$ cat src/sv/inventory_skewed_quote_pricer_core_defines.svh
// ----------------------------------------------------------------------------
// Assertion macros for the quote pricer
// Concurrent checks, compiled out for synthesis.
// ----------------------------------------------------------------------------
`ifndef INVENTORY_SKEWED_QUOTE_PRICER_CORE_DEFINES_SVH
`define INVENTORY_SKEWED_QUOTE_PRICER_CORE_DEFINES_SVH
`ifndef SYNTHESIS
`define IQP_ASSERT(lbl, prop, msg) \
  lbl: assert property (@(posedge clk_i) disable iff (!rst_ni) prop) else $error(msg);
`define IQP_ASSERT_IMP(lbl, ante, cons, msg) \
  lbl: assert property (@(posedge clk_i) disable iff (!rst_ni) (ante) |-> (cons)) \
    else $error(msg);
`else
`define IQP_ASSERT(lbl, prop, msg)
`define IQP_ASSERT_IMP(lbl, ante, cons, msg)
`endif
`endif

$ cat src/sv/iqp_pkg.sv
// ----------------------------------------------------------------------------
// iqp_pkg
// Shared types and codes of the quote pricer.
// ----------------------------------------------------------------------------
`timescale 1ns / 1ps
package iqp_pkg;

  localparam logic [1:0] OP_UPDATE = 2'd0;
  localparam logic [1:0] OP_TRADE  = 2'd1;
  localparam logic [1:0] OP_DECIDE = 2'd2;

  localparam logic [1:0] REF_CONFIG = 2'd0;
  localparam logic [1:0] REF_TRADE  = 2'd1;

  localparam logic [2:0] REG_REF_SRC  = 3'd0;
  localparam logic [2:0] REG_CFG_REF  = 3'd1;
  localparam logic [2:0] REG_GRID_MIN = 3'd2;
  localparam logic [2:0] REG_GRID_INC = 3'd3;
  localparam logic [2:0] REG_BID_OFF  = 3'd4;
  localparam logic [2:0] REG_ASK_OFF  = 3'd5;
  localparam logic [2:0] REG_MAX_SKEW = 3'd6;
  localparam logic [2:0] REG_POS_LIM  = 3'd7;

  localparam int DIV_W = 40;
  localparam int DVS_W = 32;

  typedef enum logic [1:0] {
    K_UPDATE,
    K_TRADE,
    K_DECIDE,
    K_KILL
  } kind_e;

  typedef enum logic [3:0] {
    S_IDLE,
    S_DISP,
    S_UW,
    S_SCAN,
    S_REF,
    S_MID,
    S_CDIV,
    S_CW,
    S_SKEW,
    S_SDIV,
    S_SW,
    S_ADJ,
    S_OFF,
    S_LIM,
    S_PRC,
    S_EMIT
  } back_state_e;

  typedef struct packed {
    kind_e       kind;
    logic        side;
    logic        set;
    logic [31:0] price;
    logic [31:0] mag;
    logic        pos_p;
    logic        pos_n;
  } entry_t;

  typedef struct packed {
    logic [1:0]  ref_src;
    logic [31:0] cfg_ref;
    logic [31:0] gmin;
    logic [15:0] inc;
    logic [7:0]  bid_off;
    logic [7:0]  ask_off;
    logic [7:0]  max_skew;
    logic [30:0] pos_lim;
  } cfg_t;

  typedef struct packed {
    logic        valid;
    logic [31:0] bid;
    logic [31:0] ask;
  } result_t;

  typedef struct packed {
    logic full;
    logic empty;
  } fifo_stat_t;

endpackage

$ cat src/sv/iqp_front.sv
// ----------------------------------------------------------------------------
// iqp_front
// Classifies incoming beats and builds queue entries.
// ----------------------------------------------------------------------------
`timescale 1ns / 1ps
module iqp_front import iqp_pkg::*; (
  input  logic [1:0]  opcode_i,
  input  logic        side_i,
  input  logic [31:0] price_i,
  input  logic [31:0] level_quantity_i,
  input  logic [31:0] net_position_i,
  input  logic        kill_switch_i,
  output entry_t      entry_o,
  output logic        known_o
);

  always_comb begin
    entry_o.side  = side_i;
    entry_o.set   = level_quantity_i != 32'd0;
    entry_o.price = price_i;
    entry_o.mag   = net_position_i[31] ? (32'd0 - net_position_i) : net_position_i;
    entry_o.pos_n = net_position_i[31];
    entry_o.pos_p = !net_position_i[31] && (net_position_i != 32'd0);
    known_o       = 1'b1;
    unique case (opcode_i)
      OP_UPDATE: entry_o.kind = K_UPDATE;
      OP_TRADE:  entry_o.kind = K_TRADE;
      OP_DECIDE: entry_o.kind = kill_switch_i ? K_KILL : K_DECIDE;
      default: begin
        entry_o.kind = K_TRADE;
        known_o      = 1'b0;
      end
    endcase
  end

endmodule

$ cat src/sv/iqp_fifo.sv
// ----------------------------------------------------------------------------
// iqp_fifo
// Two-entry queue between front and back.
// ----------------------------------------------------------------------------
`timescale 1ns / 1ps
module iqp_fifo import iqp_pkg::*; (
  input  logic       clk_i,
  input  logic       rst_ni,
  input  logic       push_i,
  input  entry_t     entry_i,
  input  logic       pop_i,
  output entry_t     head_o,
  output fifo_stat_t stat_o
);

  entry_t     mem_q [2];
  logic       wp_q, wp_d, rp_q, rp_d;
  logic [1:0] cnt_q, cnt_d;
  logic       do_push, do_pop;

  assign stat_o.full  = cnt_q == 2'd2;
  assign stat_o.empty = cnt_q == 2'd0;
  assign do_push = push_i && !stat_o.full;
  assign do_pop  = pop_i && !stat_o.empty;
  assign head_o  = mem_q[rp_q];

  always_comb begin
    wp_d  = do_push ? !wp_q : wp_q;
    rp_d  = do_pop ? !rp_q : rp_q;
    cnt_d = cnt_q + {1'b0, do_push} - {1'b0, do_pop};
  end

  always_ff @(posedge clk_i or negedge rst_ni) begin
    if (!rst_ni) begin
      wp_q  <= 1'b0;
      rp_q  <= 1'b0;
      cnt_q <= 2'd0;
    end else begin
      wp_q  <= wp_d;
      rp_q  <= rp_d;
      cnt_q <= cnt_d;
    end
  end

  always_ff @(posedge clk_i) begin
    if (do_push) begin
      mem_q[wp_q] <= entry_i;
    end
  end

endmodule

$ cat src/sv/iqp_div.sv
// ----------------------------------------------------------------------------
// iqp_div
// Restoring divider, one quotient bit per cycle.
// ----------------------------------------------------------------------------
`timescale 1ns / 1ps
module iqp_div import iqp_pkg::*; (
  input  logic             clk_i,
  input  logic             rst_ni,
  input  logic             start_i,
  input  logic [DIV_W-1:0] dividend_i,
  input  logic [DVS_W-1:0] divisor_i,
  output logic             done_o,
  output logic [DIV_W-1:0] quot_o
);

  localparam int CW = $clog2(DIV_W + 1);

  logic [CW-1:0]    cnt_q;
  logic             busy_q, done_q;
  logic [DVS_W-1:0] rem_q, dvs_q;
  logic [DIV_W-1:0] quo_q;
  logic [DVS_W:0]   trial;
  logic             qbit;

  always_comb begin
    trial = {rem_q, quo_q[DIV_W-1]};
    qbit  = trial >= {1'b0, dvs_q};
  end

  always_ff @(posedge clk_i or negedge rst_ni) begin
    if (!rst_ni) begin
      busy_q <= 1'b0;
      done_q <= 1'b0;
      cnt_q  <= '0;
    end else begin
      done_q <= 1'b0;
      if (start_i) begin
        busy_q <= 1'b1;
        cnt_q  <= '0;
      end else if (busy_q) begin
        cnt_q <= cnt_q + 1'b1;
        if (cnt_q == CW'(DIV_W - 1)) begin
          busy_q <= 1'b0;
          done_q <= 1'b1;
        end
      end
    end
  end

  always_ff @(posedge clk_i) begin
    if (start_i) begin
      rem_q <= '0;
      quo_q <= dividend_i;
      dvs_q <= divisor_i;
    end else if (busy_q) begin
      rem_q <= qbit ? DVS_W'(trial - {1'b0, dvs_q}) : DVS_W'(trial);
      quo_q <= {quo_q[DIV_W-2:0], qbit};
    end
  end

  assign done_o = done_q;
  assign quot_o = quo_q;

endmodule

$ cat src/sv/iqp_back.sv
// ----------------------------------------------------------------------------
// iqp_back
// Book state and decision sequencer with a shared divider.
// ----------------------------------------------------------------------------
`timescale 1ns / 1ps
module iqp_back import iqp_pkg::*; #(
  parameter int TICKS = 256
) (
  input  logic    clk_i,
  input  logic    rst_ni,
  input  entry_t  head_i,
  input  logic    head_valid_i,
  output logic    pop_o,
  input  cfg_t    cfg_i,
  input  logic    res_pop_i,
  output result_t res_o,
  output logic    res_full_o
);

  localparam int TB  = $clog2(TICKS);
  localparam int NCH = (TICKS + 7) / 8;
  localparam int NW  = NCH * 8;
  localparam int CB  = (NCH > 1) ? $clog2(NCH) : 1;
  localparam logic [TB-1:0] TOP = TB'(TICKS - 1);

  back_state_e st_q, st_d;
  entry_t      cur_q;
  logic [TICKS-1:0] bid_q, ask_q;
  logic        trade_seen_q;
  logic [31:0] last_trade_q;
  logic [CB-1:0] chunk_q;
  logic        bfound_q, afound_q;
  logic [TB-1:0] bbest_q, abest_q, center_q, bt_q, at_q;
  logic [32:0] bpx_q, apx_q;
  logic [33:0] ref_q;
  logic [39:0] prod_q, skew_q;
  logic        ok_q;
  logic [31:0] pbid_q, pask_q;
  result_t     res_q;
  logic        res_full_q;

  logic [15:0]      inc1;
  logic             div_start, div_done, emit;
  logic [DIV_W-1:0] div_dvd, div_quot;
  logic [DVS_W-1:0] div_dvs;
  logic [NW-1:0]    bid_pad, ask_pad;
  logic [7:0]       bch, ach;
  logic [2:0]       bhi, alo;
  logic             bany, aany;
  logic [32:0]      lo, hi;
  logic [39:0]      c40, t40, cadj;
  logic [TB-1:0]    lb, la;
  logic             lok;
  logic [32:0]      bpr, apr;

  assign inc1    = (cfg_i.inc == 16'd0) ? 16'd1 : cfg_i.inc;
  assign bid_pad = NW'(bid_q);
  assign ask_pad = NW'(ask_q);
  assign bch     = bid_pad[{chunk_q, 3'b000} +: 8];
  assign ach     = ask_pad[{chunk_q, 3'b000} +: 8];

  always_comb begin
    bhi  = '0;
    bany = 1'b0;
    for (int i = 0; i < 8; i++) begin
      if (bch[i]) begin
        bhi  = 3'(i);
        bany = 1'b1;
      end
    end
    alo  = '0;
    aany = 1'b0;
    for (int i = 7; i >= 0; i--) begin
      if (ach[i]) begin
        alo  = 3'(i);
        aany = 1'b1;
      end
    end
  end

  always_comb begin
    lo   = (bpx_q < apx_q) ? bpx_q : apx_q;
    hi   = (bpx_q < apx_q) ? apx_q : bpx_q;
    c40  = 40'(center_q);
    t40  = 40'(TOP) - c40;
    cadj = c40;
    if (cur_q.pos_p) begin
      cadj = (skew_q > c40) ? 40'd0 : c40 - skew_q;
    end else if (cur_q.pos_n) begin
      cadj = (skew_q > t40) ? 40'(TOP) : c40 + skew_q;
    end
    lb  = bt_q;
    la  = at_q;
    lok = 1'b1;
    if (afound_q && (bt_q >= abest_q)) begin
      if (abest_q == '0) lok = 1'b0;
      lb = abest_q - 1'b1;
    end
    if (bfound_q && (at_q <= bbest_q)) begin
      if (bbest_q == TOP) lok = 1'b0;
      la = bbest_q + 1'b1;
    end
    if (lb >= la) lok = 1'b0;
    bpr = 33'(cfg_i.gmin) + 33'(bt_q * inc1);
    apr = 33'(cfg_i.gmin) + 33'(at_q * inc1);
  end

  always_comb begin
    st_d = st_q;
    unique case (st_q)
      S_IDLE: if (head_valid_i) st_d = S_DISP;
      S_DISP: begin
        unique case (cur_q.kind)
          K_UPDATE: st_d = (cur_q.price < cfg_i.gmin) ? S_IDLE : S_UW;
          K_TRADE:  st_d = S_IDLE;
          K_DECIDE: st_d = S_SCAN;
          K_KILL:   st_d = S_EMIT;
          default:  st_d = S_IDLE;
        endcase
      end
      S_UW:   if (div_done) st_d = S_IDLE;
      S_SCAN: if (chunk_q == CB'(NCH - 1)) st_d = S_REF;
      S_REF: begin
        priority if (cfg_i.ref_src == REF_CONFIG) st_d = S_CDIV;
        else if (cfg_i.ref_src == REF_TRADE) st_d = trade_seen_q ? S_CDIV : S_EMIT;
        else st_d = (bfound_q && afound_q) ? S_MID : S_EMIT;
      end
      S_MID:  st_d = S_CDIV;
      S_CDIV: st_d = (ref_q < 34'(cfg_i.gmin)) ? S_SKEW : S_CW;
      S_CW:   if (div_done) st_d = S_SKEW;
      S_SKEW: begin
        priority if (cur_q.mag == 32'd0) st_d = S_ADJ;
        else if ((cur_q.mag == {1'b0, cfg_i.pos_lim}) || (cfg_i.pos_lim == 31'd0))
          st_d = S_ADJ;
        else st_d = S_SDIV;
      end
      S_SDIV: st_d = S_SW;
      S_SW:   if (div_done) st_d = S_ADJ;
      S_ADJ:  st_d = S_OFF;
      S_OFF:  st_d = S_LIM;
      S_LIM:  st_d = S_PRC;
      S_PRC:  st_d = S_EMIT;
      S_EMIT: if (!res_full_q || res_pop_i) st_d = S_IDLE;
      default: st_d = S_IDLE;
    endcase
  end

  always_comb begin
    pop_o     = 1'b0;
    div_start = 1'b0;
    div_dvd   = '0;
    div_dvs   = DVS_W'(inc1);
    emit      = 1'b0;
    unique case (st_q)
      S_IDLE: pop_o = head_valid_i;
      S_DISP: begin
        div_start = (cur_q.kind == K_UPDATE) && (cur_q.price >= cfg_i.gmin);
        div_dvd   = DIV_W'(cur_q.price - cfg_i.gmin);
      end
      S_CDIV: begin
        div_start = ref_q >= 34'(cfg_i.gmin);
        div_dvd   = DIV_W'(ref_q - 34'(cfg_i.gmin));
      end
      S_SDIV: begin
        div_start = 1'b1;
        div_dvd   = prod_q;
        div_dvs   = DVS_W'(cfg_i.pos_lim);
      end
      S_EMIT: emit = !res_full_q || res_pop_i;
      default: ;
    endcase
  end

  always_ff @(posedge clk_i or negedge rst_ni) begin
    if (!rst_ni) begin
      st_q         <= S_IDLE;
      bid_q        <= '0;
      ask_q        <= '0;
      trade_seen_q <= 1'b0;
      last_trade_q <= '0;
      res_full_q   <= 1'b0;
    end else begin
      st_q <= st_d;
      if (st_q == S_DISP && cur_q.kind == K_TRADE) begin
        trade_seen_q <= 1'b1;
        last_trade_q <= cur_q.price;
      end
      if (st_q == S_UW && div_done && div_quot < DIV_W'(TICKS)) begin
        if (cur_q.side) ask_q[div_quot[TB-1:0]] <= cur_q.set;
        else bid_q[div_quot[TB-1:0]] <= cur_q.set;
      end
      if (emit) res_full_q <= 1'b1;
      else if (res_pop_i) res_full_q <= 1'b0;
    end
  end

  always_ff @(posedge clk_i) begin
    unique case (st_q)
      S_IDLE: if (head_valid_i) cur_q <= head_i;
      S_DISP: begin
        chunk_q  <= '0;
        bfound_q <= 1'b0;
        afound_q <= 1'b0;
        ok_q     <= 1'b0;
      end
      S_SCAN: begin
        chunk_q <= chunk_q + 1'b1;
        if (bany) begin
          bfound_q <= 1'b1;
          bbest_q  <= TB'({chunk_q, bhi});
        end
        if (aany && !afound_q) begin
          afound_q <= 1'b1;
          abest_q  <= TB'({chunk_q, alo});
        end
      end
      S_REF: begin
        ref_q <= (cfg_i.ref_src == REF_CONFIG) ? 34'(cfg_i.cfg_ref) : 34'(last_trade_q);
        bpx_q <= 33'(cfg_i.gmin) + 33'(bbest_q * inc1);
        apx_q <= 33'(cfg_i.gmin) + 33'(abest_q * inc1);
      end
      S_MID:  ref_q <= 34'(lo) + 34'((hi - lo) >> 1);
      S_CDIV: center_q <= '0;
      S_CW: if (div_done) begin
        center_q <= (div_quot > DIV_W'(TOP)) ? TOP : div_quot[TB-1:0];
      end
      S_SKEW: begin
        skew_q <= (cur_q.mag == 32'd0) ? 40'd0 : 40'(cfg_i.max_skew);
        prod_q <= 40'(cur_q.mag * cfg_i.max_skew);
      end
      S_SW: if (div_done) skew_q <= div_quot;
      S_ADJ: center_q <= cadj[TB-1:0];
      S_OFF: begin
        bt_q <= (13'(cfg_i.bid_off) > 13'(center_q)) ? '0 : center_q - TB'(cfg_i.bid_off);
        at_q <= (13'(cfg_i.ask_off) > 13'(TOP - center_q)) ? TOP
                : TB'(13'(center_q) + 13'(cfg_i.ask_off));
      end
      S_LIM: begin
        bt_q <= lb;
        at_q <= la;
        ok_q <= lok;
      end
      S_PRC: begin
        ok_q   <= ok_q && !bpr[32] && !apr[32];
        pbid_q <= bpr[31:0];
        pask_q <= apr[31:0];
      end
      S_EMIT: if (emit) begin
        res_q.valid <= ok_q;
        res_q.bid   <= ok_q ? pbid_q : 32'd0;
        res_q.ask   <= ok_q ? pask_q : 32'd0;
      end
      default: ;
    endcase
  end

  iqp_div u_div (
    .clk_i     (clk_i),
    .rst_ni    (rst_ni),
    .start_i   (div_start),
    .dividend_i(div_dvd),
    .divisor_i (div_dvs),
    .done_o    (div_done),
    .quot_o    (div_quot)
  );

  assign res_o      = res_q;
  assign res_full_o = res_full_q;

endmodule

$ cat src/sv/inventory_skewed_quote_pricer_core.sv
// ----------------------------------------------------------------------------
// inventory_skewed_quote_pricer_core: one item at a time, set by back sequencer.
// Per item: trade records its price, update does at most one 40-step divide, kill goes straight to emit.
// Decision: book scan over ceil(TICKS/8) chunks, then at most two 40-step divides.
// A result waits in its output register while the next items are accepted.
// Reset clears book, last trade and configuration registers at once; no clearing pass.
// ----------------------------------------------------------------------------
`timescale 1ns / 1ps
`include "inventory_skewed_quote_pricer_core_defines.svh"
module inventory_skewed_quote_pricer_core import iqp_pkg::*; #(
  parameter int TICKS = 256
) (
  input  logic        clk_i,
  input  logic        rst_ni,
  input  logic        push,
  output logic        full,
  input  logic [1:0]  opcode_i,
  input  logic        side_i,
  input  logic [31:0] price_i,
  input  logic [31:0] level_quantity_i,
  input  logic signed [31:0] net_position_i,
  input  logic        kill_switch_i,
  output logic        empty,
  input  logic        pop,
  output logic        quotes_valid_o,
  output logic [31:0] bid_price_o,
  output logic [31:0] ask_price_o,
  input  logic        psel,
  input  logic        penable,
  input  logic        pwrite,
  input  logic [4:0]  paddr,
  input  logic [31:0] pwdata,
  output logic [31:0] prdata,
  output logic        pready
);

  cfg_t       cfg_q;
  entry_t     fentry, head;
  logic       known, fifo_pop, res_full;
  fifo_stat_t fstat;
  result_t    res;
  logic       wr;
  logic [2:0] ridx;

  assign pready = 1'b1;
  assign wr     = psel && penable && pwrite;
  assign ridx   = paddr[4:2];

  always_ff @(posedge clk_i or negedge rst_ni) begin
    if (!rst_ni) begin
      cfg_q.ref_src  <= 2'd0;
      cfg_q.cfg_ref  <= 32'd0;
      cfg_q.gmin     <= 32'd0;
      cfg_q.inc      <= 16'd1;
      cfg_q.bid_off  <= 8'd1;
      cfg_q.ask_off  <= 8'd1;
      cfg_q.max_skew <= 8'd0;
      cfg_q.pos_lim  <= 31'd1;
    end else if (wr) begin
      unique case (ridx)
        REG_REF_SRC:  cfg_q.ref_src  <= pwdata[1:0];
        REG_CFG_REF:  cfg_q.cfg_ref  <= pwdata;
        REG_GRID_MIN: cfg_q.gmin     <= pwdata;
        REG_GRID_INC: cfg_q.inc      <= pwdata[15:0];
        REG_BID_OFF:  cfg_q.bid_off  <= pwdata[7:0];
        REG_ASK_OFF:  cfg_q.ask_off  <= pwdata[7:0];
        REG_MAX_SKEW: cfg_q.max_skew <= pwdata[7:0];
        REG_POS_LIM:  cfg_q.pos_lim  <= pwdata[30:0];
        default: ;
      endcase
    end
  end

  always_comb begin
    unique case (ridx)
      REG_REF_SRC:  prdata = 32'(cfg_q.ref_src);
      REG_CFG_REF:  prdata = cfg_q.cfg_ref;
      REG_GRID_MIN: prdata = cfg_q.gmin;
      REG_GRID_INC: prdata = 32'(cfg_q.inc);
      REG_BID_OFF:  prdata = 32'(cfg_q.bid_off);
      REG_ASK_OFF:  prdata = 32'(cfg_q.ask_off);
      REG_MAX_SKEW: prdata = 32'(cfg_q.max_skew);
      REG_POS_LIM:  prdata = 32'(cfg_q.pos_lim);
      default:      prdata = 32'd0;
    endcase
  end

  iqp_front u_front (
    .opcode_i        (opcode_i),
    .side_i          (side_i),
    .price_i         (price_i),
    .level_quantity_i(level_quantity_i),
    .net_position_i  (net_position_i),
    .kill_switch_i   (kill_switch_i),
    .entry_o         (fentry),
    .known_o         (known)
  );

  iqp_fifo u_fifo (
    .clk_i  (clk_i),
    .rst_ni (rst_ni),
    .push_i (push && known),
    .entry_i(fentry),
    .pop_i  (fifo_pop),
    .head_o (head),
    .stat_o (fstat)
  );

  iqp_back #(.TICKS(TICKS)) u_back (
    .clk_i       (clk_i),
    .rst_ni      (rst_ni),
    .head_i      (head),
    .head_valid_i(!fstat.empty),
    .pop_o       (fifo_pop),
    .cfg_i       (cfg_q),
    .res_pop_i   (pop),
    .res_o       (res),
    .res_full_o  (res_full)
  );

  assign full           = fstat.full;
  assign empty          = !res_full;
  assign quotes_valid_o = res.valid;
  assign bid_price_o    = res.bid;
  assign ask_price_o    = res.ask;

  `IQP_ASSERT_IMP(a_bid_below_ask, quotes_valid_o && !empty, bid_price_o < ask_price_o, "crossed")
  `IQP_ASSERT_IMP(a_noquote_zero, !quotes_valid_o && !empty, (bid_price_o | ask_price_o) == '0, "stale")
  `IQP_ASSERT(a_fifo_stat, !(fstat.full && fstat.empty), "queue full and empty")

endmodule
$ cat config.mk
export PLATFORM = sky130hd
export DESIGN_NAME = inventory_skewed_quote_pricer_core
export DESIGN_NICKNAME = d
export VERILOG_FILES = /design/src/sv/iqp_pkg.sv /design/src/sv/iqp_front.sv /design/src/sv/iqp_fifo.sv /design/src/sv/iqp_div.sv /design/src/sv/iqp_back.sv /design/src/sv/inventory_skewed_quote_pricer_core.sv
export VERILOG_INCLUDE_DIRS = /design/src /design/src/sv
export SDC_FILE = /design/constraint.sdc
export NUM_CORES = 2
export LEC_CHECK = 0
export BUFFER_PORTS_ARGS = -buffer_cell sky130_fd_sc_hd__clkbuf_2
export CAP_MARGIN = 20
export CORE_ASPECT_RATIO = 1.25
export CORE_MARGIN = 2
export CORE_UTILIZATION = 39
export DETAILED_ROUTE_END_ITERATION = 6
export PLACE_DENSITY = 0.64
export SLEW_MARGIN = 40
export SYNTH_ARGS = -nofsm -noshare
export SYNTH_HDL_FRONTEND = slang
export SYNTH_SLANG_ARGS = --single-unit
$ cat constraint.sdc
create_clock -name clk_i -period 23.7 [get_ports clk_i]
set_input_delay 3.555 -clock clk_i [delete_from_list [all_inputs] [get_ports clk_i]]
set_output_delay 3.555 -clock clk_i [all_outputs]
set_load 0.005 [all_outputs]
**Yosys cells after proc, flatten, opt, wreduce, memory -nomap -nowiden**

Memory sizes are Yosys's and may differ from the RTL's. A register that Yosys moved wholly into a read port is not among the register bits.
Index checks and enable logic that the tools add are counted.

- Flip-flop bits (word level): 1,160
- RAM bits: 140
- Input bits: 144
- Output and inout bits: 100
- Word-level logic and storage cells: 318
- Memories: 1

Memory list:

| name | words | width | read ports | clocked after Yosys merged registers in | write ports | line | text |
|---|---|---|---|---|---|---|---|
| u_fifo.mem_q | 2 | 70 | 1 | 1 | 1 | iqp_fifo.sv:16 | `entry_t mem_q [2];` |

- Add/subtract/negate cells: 22
- Multiply operators: 5
- Magnitude comparators: 17
- Equality and inequality tests: 42
- Shift-type cells: 2
- Muxes and demuxes: 106
- Bitwise gates (word level): 2
- Reduce and logical (&&, ||, !) cells: 72

Operators by type and width:

| cell | count |
|---|---|
| 256-bit bitwise mux | 2 |
| 256-bit by 9-bit variable part select with 8-bit output | 2 |
| 32-bit one-hot mux with 8 select lines | 1 |
| 32-bit by 24-bit adder with 33-bit output | 4 |
| 40-bit two-way mux | 3 |
| 40-bit one-hot mux with 3 select lines | 1 |
| 8-bit by 16-bit multiplier with 24-bit output | 4 |
| 32-bit two-way mux | 3 |
| 8-bit two-way mux | 11 |
| 40-bit one-hot mux with 2 select lines | 1 |
| 34-bit one-hot mux with 2 select lines | 1 |
| 33-bit two-way mux | 2 |
| 4-bit one-hot mux with 16 select lines | 1 |
| 32-bit nonzero test | 2 |
| 4-bit two-way mux | 12 |
| 1-bit two-way mux | 41 |
| 40-bit greater-than comparator | 1 |
| 40-bit by 8-bit greater-than comparator with 1-bit output | 1 |
| 40-bit by 8-bit greater-than comparator with 1-bit output (second input constant) | 1 |
| 40-bit by 9-bit less-than comparator with 1-bit output (second input constant) | 1 |
| 32-bit by 8-bit multiplier with 40-bit output | 1 |
| 34-bit by 32-bit subtractor with 35-bit output | 1 |
| 33-bit by 33-bit adder with 34-bit output | 1 |
| 34-bit by 32-bit greater-or-equal comparator with 1-bit output | 1 |
| 71 further kinds | 169 |

**Logic depth before layout (Yosys ltp)**

- Depth in word-level cells: 12
- Depth in mapped cells: 40
- Mapped depth without buffers: 35

**By module**

A second synthesis with hierarchy kept.

- Cell total of the unflattened synthesis: 9,051
- Area, all modules: 98,196.7 um2

Modules (own cells, without submodules):

| module | instances | cells an instance | area each (um2) | sequential area each (um2) |
|---|---|---|---|---|
| iqp_back | 1 | 7,576 | 78,734.3 | 26,585.5 |
| iqp_div | 1 | 640 | 6,476.2 | 3,002.9 |
| inventory_skewed_quote_pricer_core | 1 | 454 | 6,317.3 | 3,433.3 |
| iqp_fifo | 1 | 236 | 5,600.4 | 4,304.1 |
| iqp_front | 1 | 145 | 1,068.5 | 0.0 |

**Worst setup path before layout**

OpenSTA, ideal clock, no wires.

- Kind: reg2reg
- Start point: register u_back.st_q[0]
- End point: register u_fifo.cnt_q[1]
- Library setup time: 80 ps
- Data arrival time: 9,829 ps
- Data required time: 23,620 ps
- Path slack: 13,791 ps
- Cell stages (with the launch flop): 9
- Buffers on the path: 2
- Period minus slack after synthesis: 9,909 ps
- Path through: dfrtp_1 -> clkbuf_1 -> clkbuf_1 -> nor4b_1 -> ha_1 -> inv_1 -> ha_1 -> xnor2_1 -> xnor2_1

- Cells in the longest elaborated chain, start to end: 4

RTL lines:

| element | line | text |
|---|---|---|
| start: declaration | iqp_back.sv:26 | `back_state_e st_q, st_d;` |
| start signal: assignment | iqp_back.sv:183 | `st_q <= st_d;` |
| 4-bit logical NOT | iqp_back.sv:154 | `unique case (st_q)` |
| 1-bit two-way mux | iqp_back.sv:154 |  |
| net fifo_pop | inventory_skewed_quote_pricer_core.sv:39 | `logic known, fifo_pop, res_full;` |
| 1-bit logical AND | iqp_fifo.sv:24 | `assign do_pop = pop_i && !stat_o.empty;` |
| 2-bit by 1-bit subtractor with 2-bit output | iqp_fifo.sv:30 | `cnt_d = cnt_q + {1'b0, do_push} - {1'b0, do_pop};` |
| net u_fifo.cnt_d[1] | iqp_fifo.sv:18 | `logic [1:0] cnt_q, cnt_d;` |
| end signal: assignment | iqp_fifo.sv:41 | `cnt_q <= cnt_d;` |
| end: declaration | iqp_fifo.sv:18 |  |

The timed path passes the listed nets, and every way through them passes these cells.
A chain may end at the register's enable or synchronous reset.

**Worst setup path after layout**

- Start point: input port paddr[3]
- End point: output port prdata[10]

- Cells in the longest elaborated chain, start to end: 2
- Elaborated cells on any way between the ends: 9
- Those cells by class: eq/ne (7); mux (1); reduce/logical (1)

RTL lines:

| element | line | text |
|---|---|---|
| start: declaration | inventory_skewed_quote_pricer_core.sv:31 | `input logic [4:0] paddr,` |
| 3-bit == test (tied with other cells) | inventory_skewed_quote_pricer_core.sv:75 | `unique case (ridx)` |
| 32-bit one-hot mux with 8 select lines * | inventory_skewed_quote_pricer_core.sv:75 |  |
| end: declaration | inventory_skewed_quote_pricer_core.sv:33 | `output logic [31:0] prdata,` |

Mark *: on every way between the ends. The rest lies on a longest branch, timed or not.

==> results.cfg <==
[outcome]
status = complete, but fails checks
violations = DRC

[critical_path]
cp-end-kind = primary output
worstSetupPathType = primary input to primary output
critPathLaunchType = primary input
critical_path_arrival_ns = 6.19
path_max_fanout = 29
worstPathRequired_ns = 20.15

[synthesis]
ys_seq_area_share_pct = 38.4
synth_edf_count = 638
yosys.area.top_type_share_pct = 19.7
synth_ff_type = dfrtp_1
avgSynthCellArea_um2 = 10.6
synth.distinct_cells = 96
synth_area_um2 = 97100
synth_area_leaders = edfxtp_1, dfrtp_1, fa_1
ys_ff_latch = 1369
synth_top_area_cell = edfxtp_1
synthCells = 9187
syn-num-nets = 10400
netlist_top_cells_count = nand2_1, inv_1, mux2_2
synth_most_common_cell = nand2_1
yosysWarningCount = 0
synth_async_sr_flop_share_pct = 51.1

[die]
rows = 204
die_area_um2 = 253000
die_y_um = 562
core_area_um2 = 247000
die_x_um = 450
io_pins = 244
start_util_pct = 39.3

[routing]
drt-initial-drc-count = 5887
drt_first_pass_iters = 7
num_vias = 69900
wirelength_mm = 286
drc = 3
postRouteAntennaNets = 0
avgViaCountPerCell = 5.53
avgRoutedWirePerCell_um = 22.6

[sta]
max_freq_mhz = 103
worst_slew_pin_slew_ns = 0.916
fin_crit_ns = 9.74
slew_violations = 0
slew-limit-headroom_pct = 38.9
hold_viol = 0
fin_worst_skew_ns = 0.0589
grt_setup_unrepaired = false
whs_ns = 0.454
fin_setup_tns_ns = 0
timing.final.ws_setup_ns = 13.96
finalCritPeriodShare_pct = 41.1
setup_violations = 0

[layout]
area_growth_pct = 10.6
finalInstanceArea_um2 = 107000
nFillCells = 23100
drive_gt1_share_pct = 17.6
fin_nets = 10500

[clock_tree]
clock_sinks = 1369
cts_resized = 0
max-clock-path-buffers = 3
holdBufCountCts = 0
cts_tree = yes
postCtsSetupRepairBufs = 0
root_buffer = clkbuf_16
path_clk_slew_ns = 0.06
h-tree-depth = 4
clk_latency_ns = 0.86
cts_inserted_buffers = 147

[grt]
antenna_found_initial = 17
grtUsageTotal_pct = 22.5
grt_pass1_wl_mm = 437
overflow = 0
grt_max_degree = 177
grt_pass1_vias = 72300

[flow_run]
cap_violations = 0

[power_and_ir_drop]
ir_drop_v = 0.000199
powerDensity_nw_per_um2 = 136
power_leakage_uw = 0.0476
power_uw = 14600

[place]
gp_congestion = 0.995
place_area_um2 = 102000
hpwl_mm = 211
dp_slack_ns = 14.11
port_buffers = 240

[min_path]
hp-class = flop to flop
## worst max-delay path: stages
cell and delay (ns):
clkbuf_2 0.07, buf_4 0.38, clkinv_1 0.40, nor2_1 0.18
buf_4 0.39, a22oi_1 0.17, o21ai_0 0.68, clkbuf_2 0.26
## cells in the final DEF, fill, tap and decap left out, types with 319 or more instances in the layout
cell type,count
a21oi_1,336
and2_1,435
dfrtp_1,689
edfxtp_1,638
fa_1,612
ha_1,491
inv_1,822
mux2_2,736
nand2_1,1452
nor2_1,363
o21ai_0,319
## worst paths after layout
| check | from | to | slack, ns | cells after the start |
|---|---|---|---|---|
| max in group asynchronous | rst_ni | u_back.bid_pad[227] | 18.09 | 5 |
| min | u_back.chunk_q[4] | u_back.bbest_q[7] | 0.45 | 0 |
| max | paddr[3] | prdata[10] | 13.96 | 8 |
| min in group asynchronous | rst_ni | u_back.ask_pad[206] | 2.61 | 1 |
| min reg2reg | u_back.chunk_q[4] | u_back.bbest_q[7] | 0.45 | 0 |
| max reg2reg | u_back.bpx_q[13] | u_back.ref_q[30] | 14.76 | 31 |
## cell type report
type / count / area [um2] / share of cell area (%)
antenna: 5 / 12.5 / 0.0116
timing repair buffer: 398 / 2710 / 2.52
inverter: 828 / 3110 / 2.89
multi-input combinational: 6468 / 55000 / 51.2
clock inverter: 72 / 1070 / 0.993
sequential: 1369 / 37300 / 34.7
clock buffer: 199 / 4130 / 3.84
tap: 3296 / 4120 / 3.84
## state kept, by name, summed over array words and instances (netlist names), 31 cells and up
register	flops
u_back.cur_q	70
u_back.last_trade_q	32
u_back.prod_q	40
u_back.apx_q	33
u_back.pbid_q	32
u_back.ask_pad	256
u_back.res_o	65
u_back.ref_q	34
u_fifo.mem_q	140
u_back.bid_pad	256
u_back.u_div.rem_q	32
u_back.pask_q	32
u_back.u_div.quot_o	40
cfg_q	137
u_back.skew_q	40
u_back.u_div.dvs_q	31
u_back.bpx_q	33
## where the power goes
part | internal (uW) | switching (uW) | leakage (uW) | total (uW)
clock | 1400 | 1060 | 0.00248 | 2460
sequential | 3360 | 366 | 0.0156 | 3720
combinational | 3450 | 5000 | 0.0295 | 8450
total | 8210 | 6420 | 0.0476 | 14600
## metal layers
layer / global-route usage, % / share of wire (%)
met3: 3.55 / 6.3
met2: 38.7 / 49
met5: 0 / 0.021
met4: 11.7 / 5.7
met1: 27.1 / 39
## through the flow
| stage | cells | utilization (%) |
|---|---|---|
| floorplan | 9187 | - |
| global placement | 12300 | 41.1 |
| detailed placement | 12300 | 41.3 |
| CTS | 12600 | 43.4 |
| global route | 12600 | 43.4 |
| finish | 12600 | 43.4 |
## kinds of logic (layout without fill, tap and decap cells)
| logic type | after synthesis | in the layout | synth area share, % |
|---|---|---|---|
| other | 1 | 6 | 0.00386 |
| xor gates and xnor gates | 336 | 336 | 3.03 |
| and+or+nand+nor | 2831 | 2831 | 13.3 |
| muxes | 956 | 956 | 12.9 |
| buffers and inverters | 1350 | 1497 | 5.28 |
| adders and majority gates | 1103 | 1103 | 18.9 |
| DFF | 1369 | 1369 | 38.4 |
| AOI/OAI and AO/OA | 1241 | 1241 | 8.10 |
No activity file was read; power rests on OpenSTA's default activity.
